[config.mk]
export PLATFORM = sky130hd
export DESIGN_NAME = dclpr_ram
export DESIGN_NICKNAME = d
export VERILOG_FILES = /design/src/rtl/core/dclpr_ram.sv
export SDC_FILE = /design/constraint.sdc
export NUM_CORES = 1
export LEC_CHECK = 0
export ABC_AREA = 1
export BUFFER_PORTS_ARGS = -buffer_cell sky130_fd_sc_hd__buf_4
export CAP_MARGIN = 0
export CORE_ASPECT_RATIO = 0.7
export CORE_MARGIN = 3
export CORE_UTILIZATION = 55
export DETAILED_ROUTE_END_ITERATION = 16
export PLACE_DENSITY_LB_ADDON = 0.25
export SLEW_MARGIN = 0
export SYNTH_ARGS = -nofsm -noshare
export SYNTH_HDL_FRONTEND = slang
export SYNTH_SLANG_ARGS = --single-unit
[constraint.sdc]
create_clock -name aclk -period 2.85 [get_ports aclk]
set_input_delay 0.57 -clock aclk [delete_from_list [all_inputs] [get_ports aclk]]
set_output_delay 0.57 -clock aclk [all_outputs]
set_load 0.01 [all_outputs]
[src/rtl/core/dclpr_ram.sv]
// Generic single-port-write, single-port-read RAM with registered read data.
// No dependencies.
module dclpr_ram #(
    parameter int WIDTH = 8,
    parameter int DEPTH = 16,
    localparam int AW   = $clog2(DEPTH)
) (
    input  logic             aclk,
    input  logic             we,
    input  logic [AW-1:0]    waddr,
    input  logic [WIDTH-1:0] wdata,
    input  logic             re,
    input  logic [AW-1:0]    raddr,
    output logic [WIDTH-1:0] rdata
);

    logic [WIDTH-1:0] mem [DEPTH];

    always_ff @(posedge aclk) begin
        if (we) begin
            mem[waddr] <= wdata;
        end
        if (re) begin
            rdata <= mem[raddr];
        end
    end

endmodule

Word-level counts from Yosys, hierarchy flattened:

Memory sizes are Yosys's and may differ from the RTL's. A register that Yosys moved wholly into a read port is not among the register bits.
Index checks and enable logic that the tools add are counted.

* mux-type cells: 2

Operators by type and width (count)
* $mux 1: 2

* register bits after elaboration: 0
* bits in writable memories: 128
* input bits: 19
* output and inout bits: 8
* memories kept: 1

Memory list
* mem: depth 16, width 8, rd ports 1, clocked after memory_dff 1, write ports 1, line 17 `logic [WIDTH-1:0] mem [DEPTH];`

Longest topological paths before layout:

Gate-level depths: netlist of the first run.

* word-level depth: 2
* depth in mapped cells: 8
* depth with buffers taken out: 7

Worst setup path after synthesis of the first run:

OpenSTA, ideal clock, no wires.

* path type: input -> register
* start: input waddr[2]
* end: memory mem[10][0], enable pin
* setup time: 0.370 ns
* arrival time: 1.151 ns
* required time: 2.480 ns
* slack: 1.329 ns
* cell stages on the path: 2
* buffers on the path: 0
* cells stage by stage: nand3b_1 > nor2_1

RTL lines
* start: declaration: line 10 `input logic [AW-1:0] waddr,`
* end: declaration: line 17

No word-level cell before the write port.

==> results.sh, run 1 <==
export IMPL_status="complete, no violations"
export IMPL_dieArea_mm2=0.0119
export IMPL_syn_area_mm2=0.00585
export IMPL_port_buffers=26
export IMPL_period_needed_ns=1.68
export IMPL_final_max_slew_viol_count=0
export IMPL_clk_latency_ns=0.42
export IMPL_fill_cells=747
export IMPL_cts_buffer_depth=2
export IMPL_diodes=0
export IMPL_root_buffer="clkbuf_16"
export IMPL_io_pins=27
export IMPL_cap_violations=0
export IMPL_row_count=30
export IMPL_cts_repair_resized=0
export IMPL_vias_per_cell=5.53
export IMPL_multiInputGateArea_mm2=0.00121
export IMPL_die_x_um=129
export IMPL_worstPathRequired_ns=3.00
export IMPL_crit_type="in2reg"
export IMPL_grt_ovfl_total=0
export IMPL_max_slew_margin_rel_pct=44.0
export IMPL_p_per_area_mw_per_mm2=705
export IMPL_core_area_mm2=0.0100
export IMPL_ys_ff_latch=136
export IMPL_leakagePower_nw=2.87
export IMPL_drcViolationCount=0
export IMPL_syn_avg_cell_area_um2=10.6
export IMPL_grtUsageMet1_pct=36.8
export IMPL_clk_pin_slew_ns=0.05
export IMPL_setup_viol=0
export IMPL_drive_above_1_share_pct=10.8
export IMPL_ys_seq_area_share_pct=69.8
export IMPL_dp_hpwl_um=8190
export IMPL_cts_made_buffers=17
export IMPL_final_nets=597
export IMPL_gr_usage_met2_pct=32.3
export IMPL_worst_slack_ns=1.17
export IMPL_first_iter_violations=608
export IMPL_cp_start_kind="input port"
export IMPL_drt_pre_antenna_iters=5
export IMPL_grt_pass1_wl_um=20800
export IMPL_grt_total_usage_pct=23.9
export IMPL_post_cts_repair_setup_buffers=0
export IMPL_busiest_layer="met1"
export IMPL_cp_end_kind="register"
export IMPL_worst_pin_slew_ns=0.837
export IMPL_final_common_cell="nand2_1"
export IMPL_ir_worst_vdd_mv=0.668
export IMPL_max_freq_mhz=595
export IMPL_grt_util_met3_pct=7.80
export IMPL_synth_fp_nets=570
export IMPL_initial_utilization_pct=58.3
export IMPL_yosysUniqueCellTypes=11
export IMPL_hold_viol_final=0
export IMPL_vias=3975
export IMPL_min_path_type="in2reg"
export IMPL_gp_congestion=0.844
export IMPL_ff_latch_area_mm2=0.00408
export IMPL_fin_crit_sh_pct=58.9
export IMPL_synth_cells=551
export IMPL_postCtsHoldBufs=0
export IMPL_layout_common_cells="nand2_1 (173), edfxtp_1 (136), inv_1 (100), nand3_1 (97), buf_4 (31)"
export IMPL_antenna_found_initial=0
export IMPL_post_place_ws_ns=0.781
export IMPL_crit_fanout=39
export IMPL_antenna_left=0
export IMPL_skew_ns=0.00553
export IMPL_cts_tree="yes"
export IMPL_h_tree_depth=4
export IMPL_drt_total_wl_um=13300
export IMPL_grt_pass1_vias=3714
export IMPL_cts_sinks=136
export IMPL_wire_per_inst_um=18.5
export IMPL_die_h_um=92.3
export IMPL_rsz0062_at_grt="false"
export IMPL_arrival_ns=1.83
export IMPL_yosys_warnings=0
export IMPL_area_growth_pct=14.2
export IMPL_grt_max_degree=65
export IMPL_fin_tns_setup_ns=0
-- metrics by stage --
| stage | total power, mW | hold slack (ns) | cell area (um^2) | instances | utilization (%) |
|---|---|---|---|---|---|
| floorplan | 2.47 | 0.669 | 5850 | 551 | - |
| global placement | 2.58 | 0.753 | 6090 | 687 | 60.8 |
| detailed placement | 2.59 | 0.766 | 6090 | 687 | 60.8 |
| CTS | 4.73 | 0.441 | 6680 | 719 | 66.6 |
| global route | 4.86 | 0.448 | 6680 | 719 | 66.6 |
| finish | 4.71 | 0.456 | 6680 | 719 | 66.6 |
-- logic make-up after synthesis --
family	Yosys count	share of synthesized area [%]
flops	136	69.8
buf+inv	126	9.39
simple gates	289	20.8
-- cells in the mapped netlist --
library cell  instances  share of area, %
buf_6                 6               1.2
buf_2                13               1.1
inv_2                 2              0.13
inv_1               100               6.4
nand2_1             173                11
edfxtp_1            136                70
nand3b_1              2              0.26
nand3_1              97               8.3
nor2_1               17               1.1
buf_1                 1             0.064
buf_4                 4              0.51
-- final cells by class --
cell class,count,share of cell area [%]
inverters,102,5.73
well taps,128,2.40
repair buffers,32,3.78
clock inverters,15,2.40
multi-input cells,289,18.2
flip-flops and latches,136,61.1
clock buffers,17,6.37
-- power breakdown --
group / internal [mW] / switching (mW)
Combinational: 0.0841 / 0.198
Sequential: 2.25 / 0.0141
Clock: 1.36 / 0.800
Total: 3.70 / 1.01
-- worst max-delay path: stages --
cell and delay [ns]:
buf_4 0.12, inv_2 0.34, buf_12 0.27, nand2_1 0.08
nand3_1 0.08, nand3_1 0.11, nand3_1 0.14, nand2_1 0.10
-- final timing paths --
kind,endpoint,slack [ns],depth (start not counted),startpoint
hold reg to reg,rdata[0]$_DFFE_PP_,0.79,6,mem[1][0]$_DFFE_PP_
setup reg to reg,rdata[2]$_DFFE_PP_,1.65,6,mem[3][2]$_DFFE_PP_
hold / removal,rdata[0]$_DFFE_PP_,0.46,1,re
setup / recovery,rdata[7]$_DFFE_PP_,1.17,8,raddr[0]
-- registers in the layout, indices dropped and copies added (netlist names) --
name and cells:
rdata 8, mem 128
-- routing by layer --
metal	wire length (um)	vias to the layer above
met5	0	-
met4	137	0
met3	1520	13
met2	5580	247
met1	6090	1880
li1	-	1835
Note: power is estimated with default switching activity, not from simulation.
==> run 2: changes to the inputs <==
--- a/config.mk
+++ b/config.mk
@@ -5,12 +5,12 @@
 export SDC_FILE = /design/constraint.sdc
 export NUM_CORES = 1
 export LEC_CHECK = 0
-export ABC_AREA = 1
+export ABC_AREA = 0
 export BUFFER_PORTS_ARGS = -buffer_cell sky130_fd_sc_hd__buf_4
 export CAP_MARGIN = 0
 export CORE_ASPECT_RATIO = 0.7
 export CORE_MARGIN = 3
-export CORE_UTILIZATION = 55
+export CORE_UTILIZATION = 54
 export DETAILED_ROUTE_END_ITERATION = 16
 export PLACE_DENSITY_LB_ADDON = 0.25
 export SLEW_MARGIN = 0
==> constraint.sdc (replaced) <==
create_clock -name aclk -period 1.35 [get_ports aclk]
set_input_delay 0.27 -clock aclk [delete_from_list [all_inputs] [get_ports aclk]]
set_output_delay 0.27 -clock aclk [all_outputs]
set_load 0.01 [all_outputs]
==> run 2 against run 1 <==
Against the previous run:
- the flow now finishes with violations (setup timing)
- total power rose by 110%
- area after synthesis is 11% lower
- wire length shrank 20%
- largest cell class unchanged
- clock power is 100% higher
- non-clock buffer count grew 32
- sequential cell count stayed put
- critical path depth fell by 5
- largest power group unchanged
- count of clock-buffer cells in the layout is 1 higher
- hold slack got worse by 0.28 ns
==> results.sh, run 2 <==
export IMPL_first_iter_violations=379
export IMPL_netlist_top_cells_count="edfxtp_1 (136), mux4_2 (18), a22oi_1 (16)"
export IMPL_cts_sinks=136
export IMPL_ys_ff_latch=136
export IMPL_cts_buffer_depth=2
export IMPL_yosysTopAreaCell="edfxtp_1"
export IMPL_ir_worst_vdd_mv=1.14
export IMPL_grt_max_degree=17
export IMPL_arrival_ns=1.57
export IMPL_leakagePower_nw=2.18
export IMPL_antenna_left=0
export IMPL_critical_path_buf_inv_count=0
export IMPL_vias=2535
export IMPL_skew_ns=0.00530
export IMPL_die_h_um=88.3
export IMPL_vias_per_cell=5.79
export IMPL_period_needed_ns=1.41
export IMPL_clk_latency_ns=0.41
export IMPL_post_cts_repair_setup_buffers=0
export IMPL_reg_top3="mem x128, rdata x8"
export IMPL_io_pins=27
export IMPL_cp_start_kind="register"
export IMPL_dp_cells=407
export IMPL_drt_total_wl_um=10700
export IMPL_drcViolationCount=0
export IMPL_violations="setup timing"
export IMPL_fill_cells=561
export IMPL_grt_pass1_wl_um=16300
export IMPL_antenna_found_initial=0
export IMPL_cpLargestDelayFamily="multiplexers"
export IMPL_clk_pin_slew_ns=0.06
export IMPL_layout_common_cells="edfxtp_1 (136), buf_4 (56), mux4_2 (32), clkbuf_16 (17), a22oi_2 (11)"
export IMPL_worst_slack_ns=-0.0645
export IMPL_final_cell_area_mm2=0.00648
export IMPL_ys_seq_area_share_pct=78.1
export IMPL_cap_violations=0
export IMPL_synth_top_area_share_pct=78.1
export IMPL_h_tree_depth=4
export IMPL_yosys_top_cells_area="edfxtp_1 (78%), mux4_2 (7.8%), mux4_1 (7.0%)"
export IMPL_dp_hpwl_um=7070
export IMPL_worstPathRequired_ns=1.50
export IMPL_synth_fp_nets=248
export IMPL_gr_usage_met2_pct=33.1
export IMPL_busiest_layer="met2"
export IMPL_largest_reg_flops=128
export IMPL_area_growth_pct=23.9
export IMPL_cp_end_kind="register"
export IMPL_final_nets=321
export IMPL_diodes=0
export IMPL_drt_pre_antenna_iters=4
export IMPL_min_path_type="in2reg"
export IMPL_synth_edff_count=136
export IMPL_grt_ovfl_total=0
export IMPL_core_area_mm2=0.00925
export IMPL_status="finished, violations left"
export IMPL_cp_slowest_cell="mux4_2"
export IMPL_final_max_slew_viol_count=0
export IMPL_yosysUniqueCellTypes=18
export IMPL_regMostFlops="mem"
export IMPL_path_cells="mux4_2, a22oi_2, nand2_1"
export IMPL_port_buffers=26
export IMPL_synth_most_common_cell="edfxtp_1"
export IMPL_initial_utilization_pct=56.5
export IMPL_p_per_area_mw_per_mm2=1490
export IMPL_final_cells=438
export IMPL_die_x_um=124
export IMPL_drive_above_1_share_pct=45.5
export IMPL_cts_tree="yes"
export IMPL_root_buffer="clkbuf_16"
export IMPL_grt_pass1_vias=2653
export IMPL_setup_viol=7
export IMPL_cts_made_buffers=17
export IMPL_rsz0062_at_grt="true"
export IMPL_hold_viol_final=0
export IMPL_synth_cells=229
export IMPL_grt_util_met3_pct=5.11
export IMPL_wire_per_inst_um=24.4
export IMPL_dieArea_mm2=0.0109
export IMPL_grtUsageMet1_pct=32.4
export IMPL_yosys_warnings=0
export IMPL_worst_pin_slew_ns=0.918
export IMPL_grt_total_usage_pct=22.1
export IMPL_max_freq_mhz=707
export IMPL_syn_avg_cell_area_um2=22.8
export IMPL_crit_fanout=1
export IMPL_final_common_cell="edfxtp_1"
export IMPL_synth_ff_type="edfxtp_1"
export IMPL_fin_crit_sh_pct=105
export IMPL_syn_area_mm2=0.00523
export IMPL_max_slew_margin_rel_pct=38.7
export IMPL_gp_congestion=0.743
export IMPL_slowest_delay_ns=0.50
export IMPL_crit_type="reg2reg"
export IMPL_async_flop_share_pct=0
export IMPL_place_area_mm2=0.00586
export IMPL_row_count=29
run 2: cell count changes after synthesis, sizes merged:
cell,previous run,this run
nand3,97,1
and2,0,1
nand2,173,9
nand2b,0,2
nor2b,0,1
nor2,17,13
nor3,0,4
clkdlybuf4s25,0,3
mux4,0,32
inv,102,0
and2b,0,1
buf,24,7
a22oi,0,16
or3b,0,1
run 2: layer usage:
| layer | share of wire [%] | up-vias | wire length (um) |
|---|---|---|---|
| met5 | 0 | - | 0 |
| met4 | 1.1 | 0 | 120 |
| met3 | 9.5 | 10 | 1020 |
| met2 | 47 | 103 | 5010 |
| met1 | 42 | 1308 | 4530 |
| li1 | - | 1114 | - |
run 2: worst paths after layout:
| path | start | end | slack [ns] | cells past startpoint |
|---|---|---|---|---|
| max | mem[10][7]$_DFFE_PP_ | rdata[7]$_DFFE_PP_ | -0.06 | 3 |
| min | wdata[2] | mem[15][2]$_DFFE_PP_ | 0.18 | 1 |
| max reg2reg | mem[10][7]$_DFFE_PP_ | rdata[7]$_DFFE_PP_ | -0.06 | 3 |
| min reg2reg | mem[14][4]$_DFFE_PP_ | rdata[4]$_DFFE_PP_ | 0.75 | 3 |
run 2: where the power goes:
| part | total, mW | switching [mW] | internal (mW) |
|---|---|---|---|
| combinational | 0.554 | 0.289 | 0.265 |
| sequential | 4.79 | 0.0279 | 4.76 |
| clock | 4.33 | 1.64 | 2.68 |
run 2: area by class of cell:
cell class,instances,area [um^2],area share [%]
multi-input combinational,83,1100,16.9
tap,124,155,2.40
sequential,136,4080,63.0
timing repair buffer,64,581,8.96
clock buffer,18,429,6.63
clock inverter,13,133,2.05
run 2: kinds of logic (layout without fill, tap and decap cells):
| logic type | Yosys count | count (layout) | share of synthesized area (%) |
|---|---|---|---|
| DFF | 136 | 136 | 78.1 |
| and+or+nand+nor | 35 | 35 | 3.14 |
| muxes | 32 | 32 | 14.8 |
| AOI/OAI and AO/OA | 16 | 16 | 2.30 |
| buffers and inverters | 10 | 95 | 1.65 |
run 2: metrics by stage:
stage          utilization (%)  setup TNS (ns)  setup WS, ns  hold WS (ns)  power, mW
2_1_floorplan                -           -1.14        -0.120         0.369       5.14
3_3_place_gp              63.4          -10.05        -0.395         0.582       5.39
3_5_place_dp              63.4          -10.72        -0.390         0.588       5.41
4_1_cts                   69.6          -0.340       -0.0592         0.161       9.72
5_1_grt                   70.0          -0.608        -0.113         0.173       9.98
6_report                  70.0          -0.252       -0.0645         0.175       9.67
run 2: what timing repair did:
action	4_1_cts	5_1_grt
resized for setup	5	7
pin swaps	0	3
setup endpoints to repair	8	8
hold endpoints to repair	0	0
hold buffers	0	0
==> run 3: changes to the inputs <==
--- a/config.mk
+++ b/config.mk
@@ -6,13 +6,14 @@
 export NUM_CORES = 1
 export LEC_CHECK = 0
 export ABC_AREA = 0
+export ABC_CLOCK_PERIOD_IN_PS = 1350
 export BUFFER_PORTS_ARGS = -buffer_cell sky130_fd_sc_hd__buf_4
 export CAP_MARGIN = 0
 export CORE_ASPECT_RATIO = 0.7
-export CORE_MARGIN = 3
+export CORE_MARGIN = 2
 export CORE_UTILIZATION = 54
 export DETAILED_ROUTE_END_ITERATION = 16
-export PLACE_DENSITY_LB_ADDON = 0.25
+export PLACE_DENSITY = 0.83
 export SLEW_MARGIN = 0
 export SYNTH_ARGS = -nofsm -noshare
 export SYNTH_HDL_FRONTEND = slang
==> run 3 against run 2 <==
Against the previous run:
- the flow still finishes with violations (setup timing)
- core utilization shrank 3.4 points
- clock skew is 0.00087 ns higher
- count of clock-buffer cells in the layout unchanged
- total power is 1.3% lower
- critical endpoint is now rdata[4]$_DFFE_PP_
==> results.sh, run 3 (synthesis gave the netlist of run 2 again) <==
export IMPL_regMostFlops="mem"
export IMPL_cp_start_kind="register"
export IMPL_slowest_delay_ns=0.50
export IMPL_cts_tree="yes"
export IMPL_fin_crit_sh_pct=105
export IMPL_leakagePower_nw=2.12
export IMPL_grt_ovfl_total=0
export IMPL_drive_above_1_share_pct=41.1
export IMPL_final_common_cell="edfxtp_1"
export IMPL_worst_pin_slew_ns=0.898
export IMPL_dp_hpwl_um=6600
export IMPL_grt_max_degree=17
export IMPL_period_needed_ns=1.42
export IMPL_cap_violations=0
export IMPL_hold_viol_final=0
export IMPL_drt_total_wl_um=10300
export IMPL_violations="setup timing"
export IMPL_arrival_ns=1.58
export IMPL_h_tree_depth=4
export IMPL_clk_pin_slew_ns=0.06
export IMPL_drcViolationCount=0
export IMPL_final_max_slew_viol_count=0
export IMPL_die_x_um=122
export IMPL_path_cells="mux4_2, a22oi_2, nand2_1"
export IMPL_vias_per_cell=5.89
export IMPL_first_iter_violations=371
export IMPL_antenna_found_initial=0
export IMPL_gp_congestion=0.770
export IMPL_reg_top3="mem x128, rdata x8"
export IMPL_port_buffers=26
export IMPL_skew_ns=0.00617
export IMPL_wire_per_inst_um=23.9
export IMPL_ir_worst_vdd_mv=1.03
export IMPL_cts_made_buffers=17
export IMPL_dp_cells=401
export IMPL_diodes=0
export IMPL_antenna_left=0
export IMPL_io_pins=27
export IMPL_max_slew_margin_rel_pct=39.9
export IMPL_crit_type="reg2reg"
export IMPL_cts_buffer_depth=2
export IMPL_utilization_pct=66.6
export IMPL_setup_viol=8
export IMPL_row_count=30
export IMPL_cp_end_kind="register"
export IMPL_core_area_mm2=0.00957
export IMPL_cp_slowest_cell="mux4_2"
export IMPL_min_path_type="in2reg"
export IMPL_final_nets=311
export IMPL_rsz0062_at_grt="true"
export IMPL_cpLargestDelayFamily="multiplexers"
export IMPL_clk_latency_ns=0.41
export IMPL_cts_sinks=136
export IMPL_grt_total_usage_pct=22.7
export IMPL_drt_pre_antenna_iters=4
export IMPL_final_cells=432
export IMPL_die_h_um=86.3
export IMPL_crit_fanout=1
export IMPL_report_power_total_mw=9.54
export IMPL_area_growth_pct=21.9
export IMPL_grt_pass1_wl_um=16200
export IMPL_layout_common_cells="edfxtp_1 (136), buf_4 (46), mux4_2 (32), clkbuf_16 (17), nor2_1 (10)"
export IMPL_max_freq_mhz=706
export IMPL_vias=2543
export IMPL_grt_pass1_vias=2728
export IMPL_largest_reg_flops=128
export IMPL_p_per_area_mw_per_mm2=1500
export IMPL_root_buffer="clkbuf_16"
export IMPL_status="finished, violations left"
export IMPL_critical_path_buf_inv_count=0
export IMPL_dieArea_mm2=0.0105
export IMPL_worst_slack_ns=-0.0656
export IMPL_fin_tns_setup_ns=-0.277
export IMPL_worstPathRequired_ns=1.51
export IMPL_initial_utilization_pct=54.6
## run 3: cell count changes in the layout (fill, tap and decap cells not counted), sizes merged
| cell | previous run | this run |
|---|---|---|
| clkinvlp | 5 | 1 |
| clkinv | 6 | 10 |
| buf | 64 | 54 |
## run 3: path summary, 6_finish.rpt
path                        startpoint                 end  slack (ns)  cells past startpoint
setup / recovery  mem[11][4]$_DFFE_PP_  rdata[4]$_DFFE_PP_       -0.07                      3
setup reg to reg  mem[11][4]$_DFFE_PP_  rdata[4]$_DFFE_PP_       -0.07                      3
hold / removal                      re  rdata[4]$_DFFE_PP_        0.16                      1
hold reg to reg    mem[6][4]$_DFFE_PP_  rdata[4]$_DFFE_PP_        0.77                      3
## run 3: area by class of cell
cell class	count	area, um^2
clock inverters	13	113
multi-input cells	83	1080
fillers	627	3200
well taps	128	160
repair buffers	54	505
flip-flops and latches	136	4080
clock buffers	18	429
## run 3: through the flow
step / setup WS [ns] / hold WS [ns] / cell area (um^2)
6_report: -0.0656 / 0.156 / 6370
5_1_grt: -0.113 / 0.154 / 6370
4_1_cts: -0.0679 / 0.137 / 6370
3_5_place_dp: -0.402 / 0.571 / 5790
3_3_place_gp: -0.403 / 0.571 / 5790
2_1_floorplan: -0.120 / 0.369 / 5250
## run 3: power breakdown
group | leakage (nW) | internal (mW) | switching [mW] | total, mW
registers | 1.24 | 4.76 | 0.0303 | 4.79
clock network | 0.262 | 2.65 | 1.57 | 4.22
logic | 0.623 | 0.255 | 0.277 | 0.532
total | 2.12 | 7.66 | 1.88 | 9.54
## run 3: repair_timing
action / CTS / global route
buffers inserted: 0 / 0
hold buffers: 0 / 0
resized for setup: 8 / 1
pin swaps: 4 / 2
setup endpoints to repair: 8 / 8
gates cloned: 0 / 0
## run 3: routing by layer
| metal | vias to the layer above | wire length, um | global-route usage [%] |
|---|---|---|---|
| met1 | 1311 | 4310 | 32.7 |
| met3 | 16 | 951 | 7.24 |
| met4 | 0 | 159 | 7.94 |
| met2 | 120 | 4920 | 33.4 |
| li1 | 1096 | - | - |
| met5 | - | 0 | 0 |
## run 3: worst reg2reg max path: cells and delay by family (launching register included)
kind,cells,cell delay [ns]
DFF,1,0.38
AOI/OAI and AO/OA,1,0.21
and+or+nand+nor,1,0.09
muxes,1,0.50
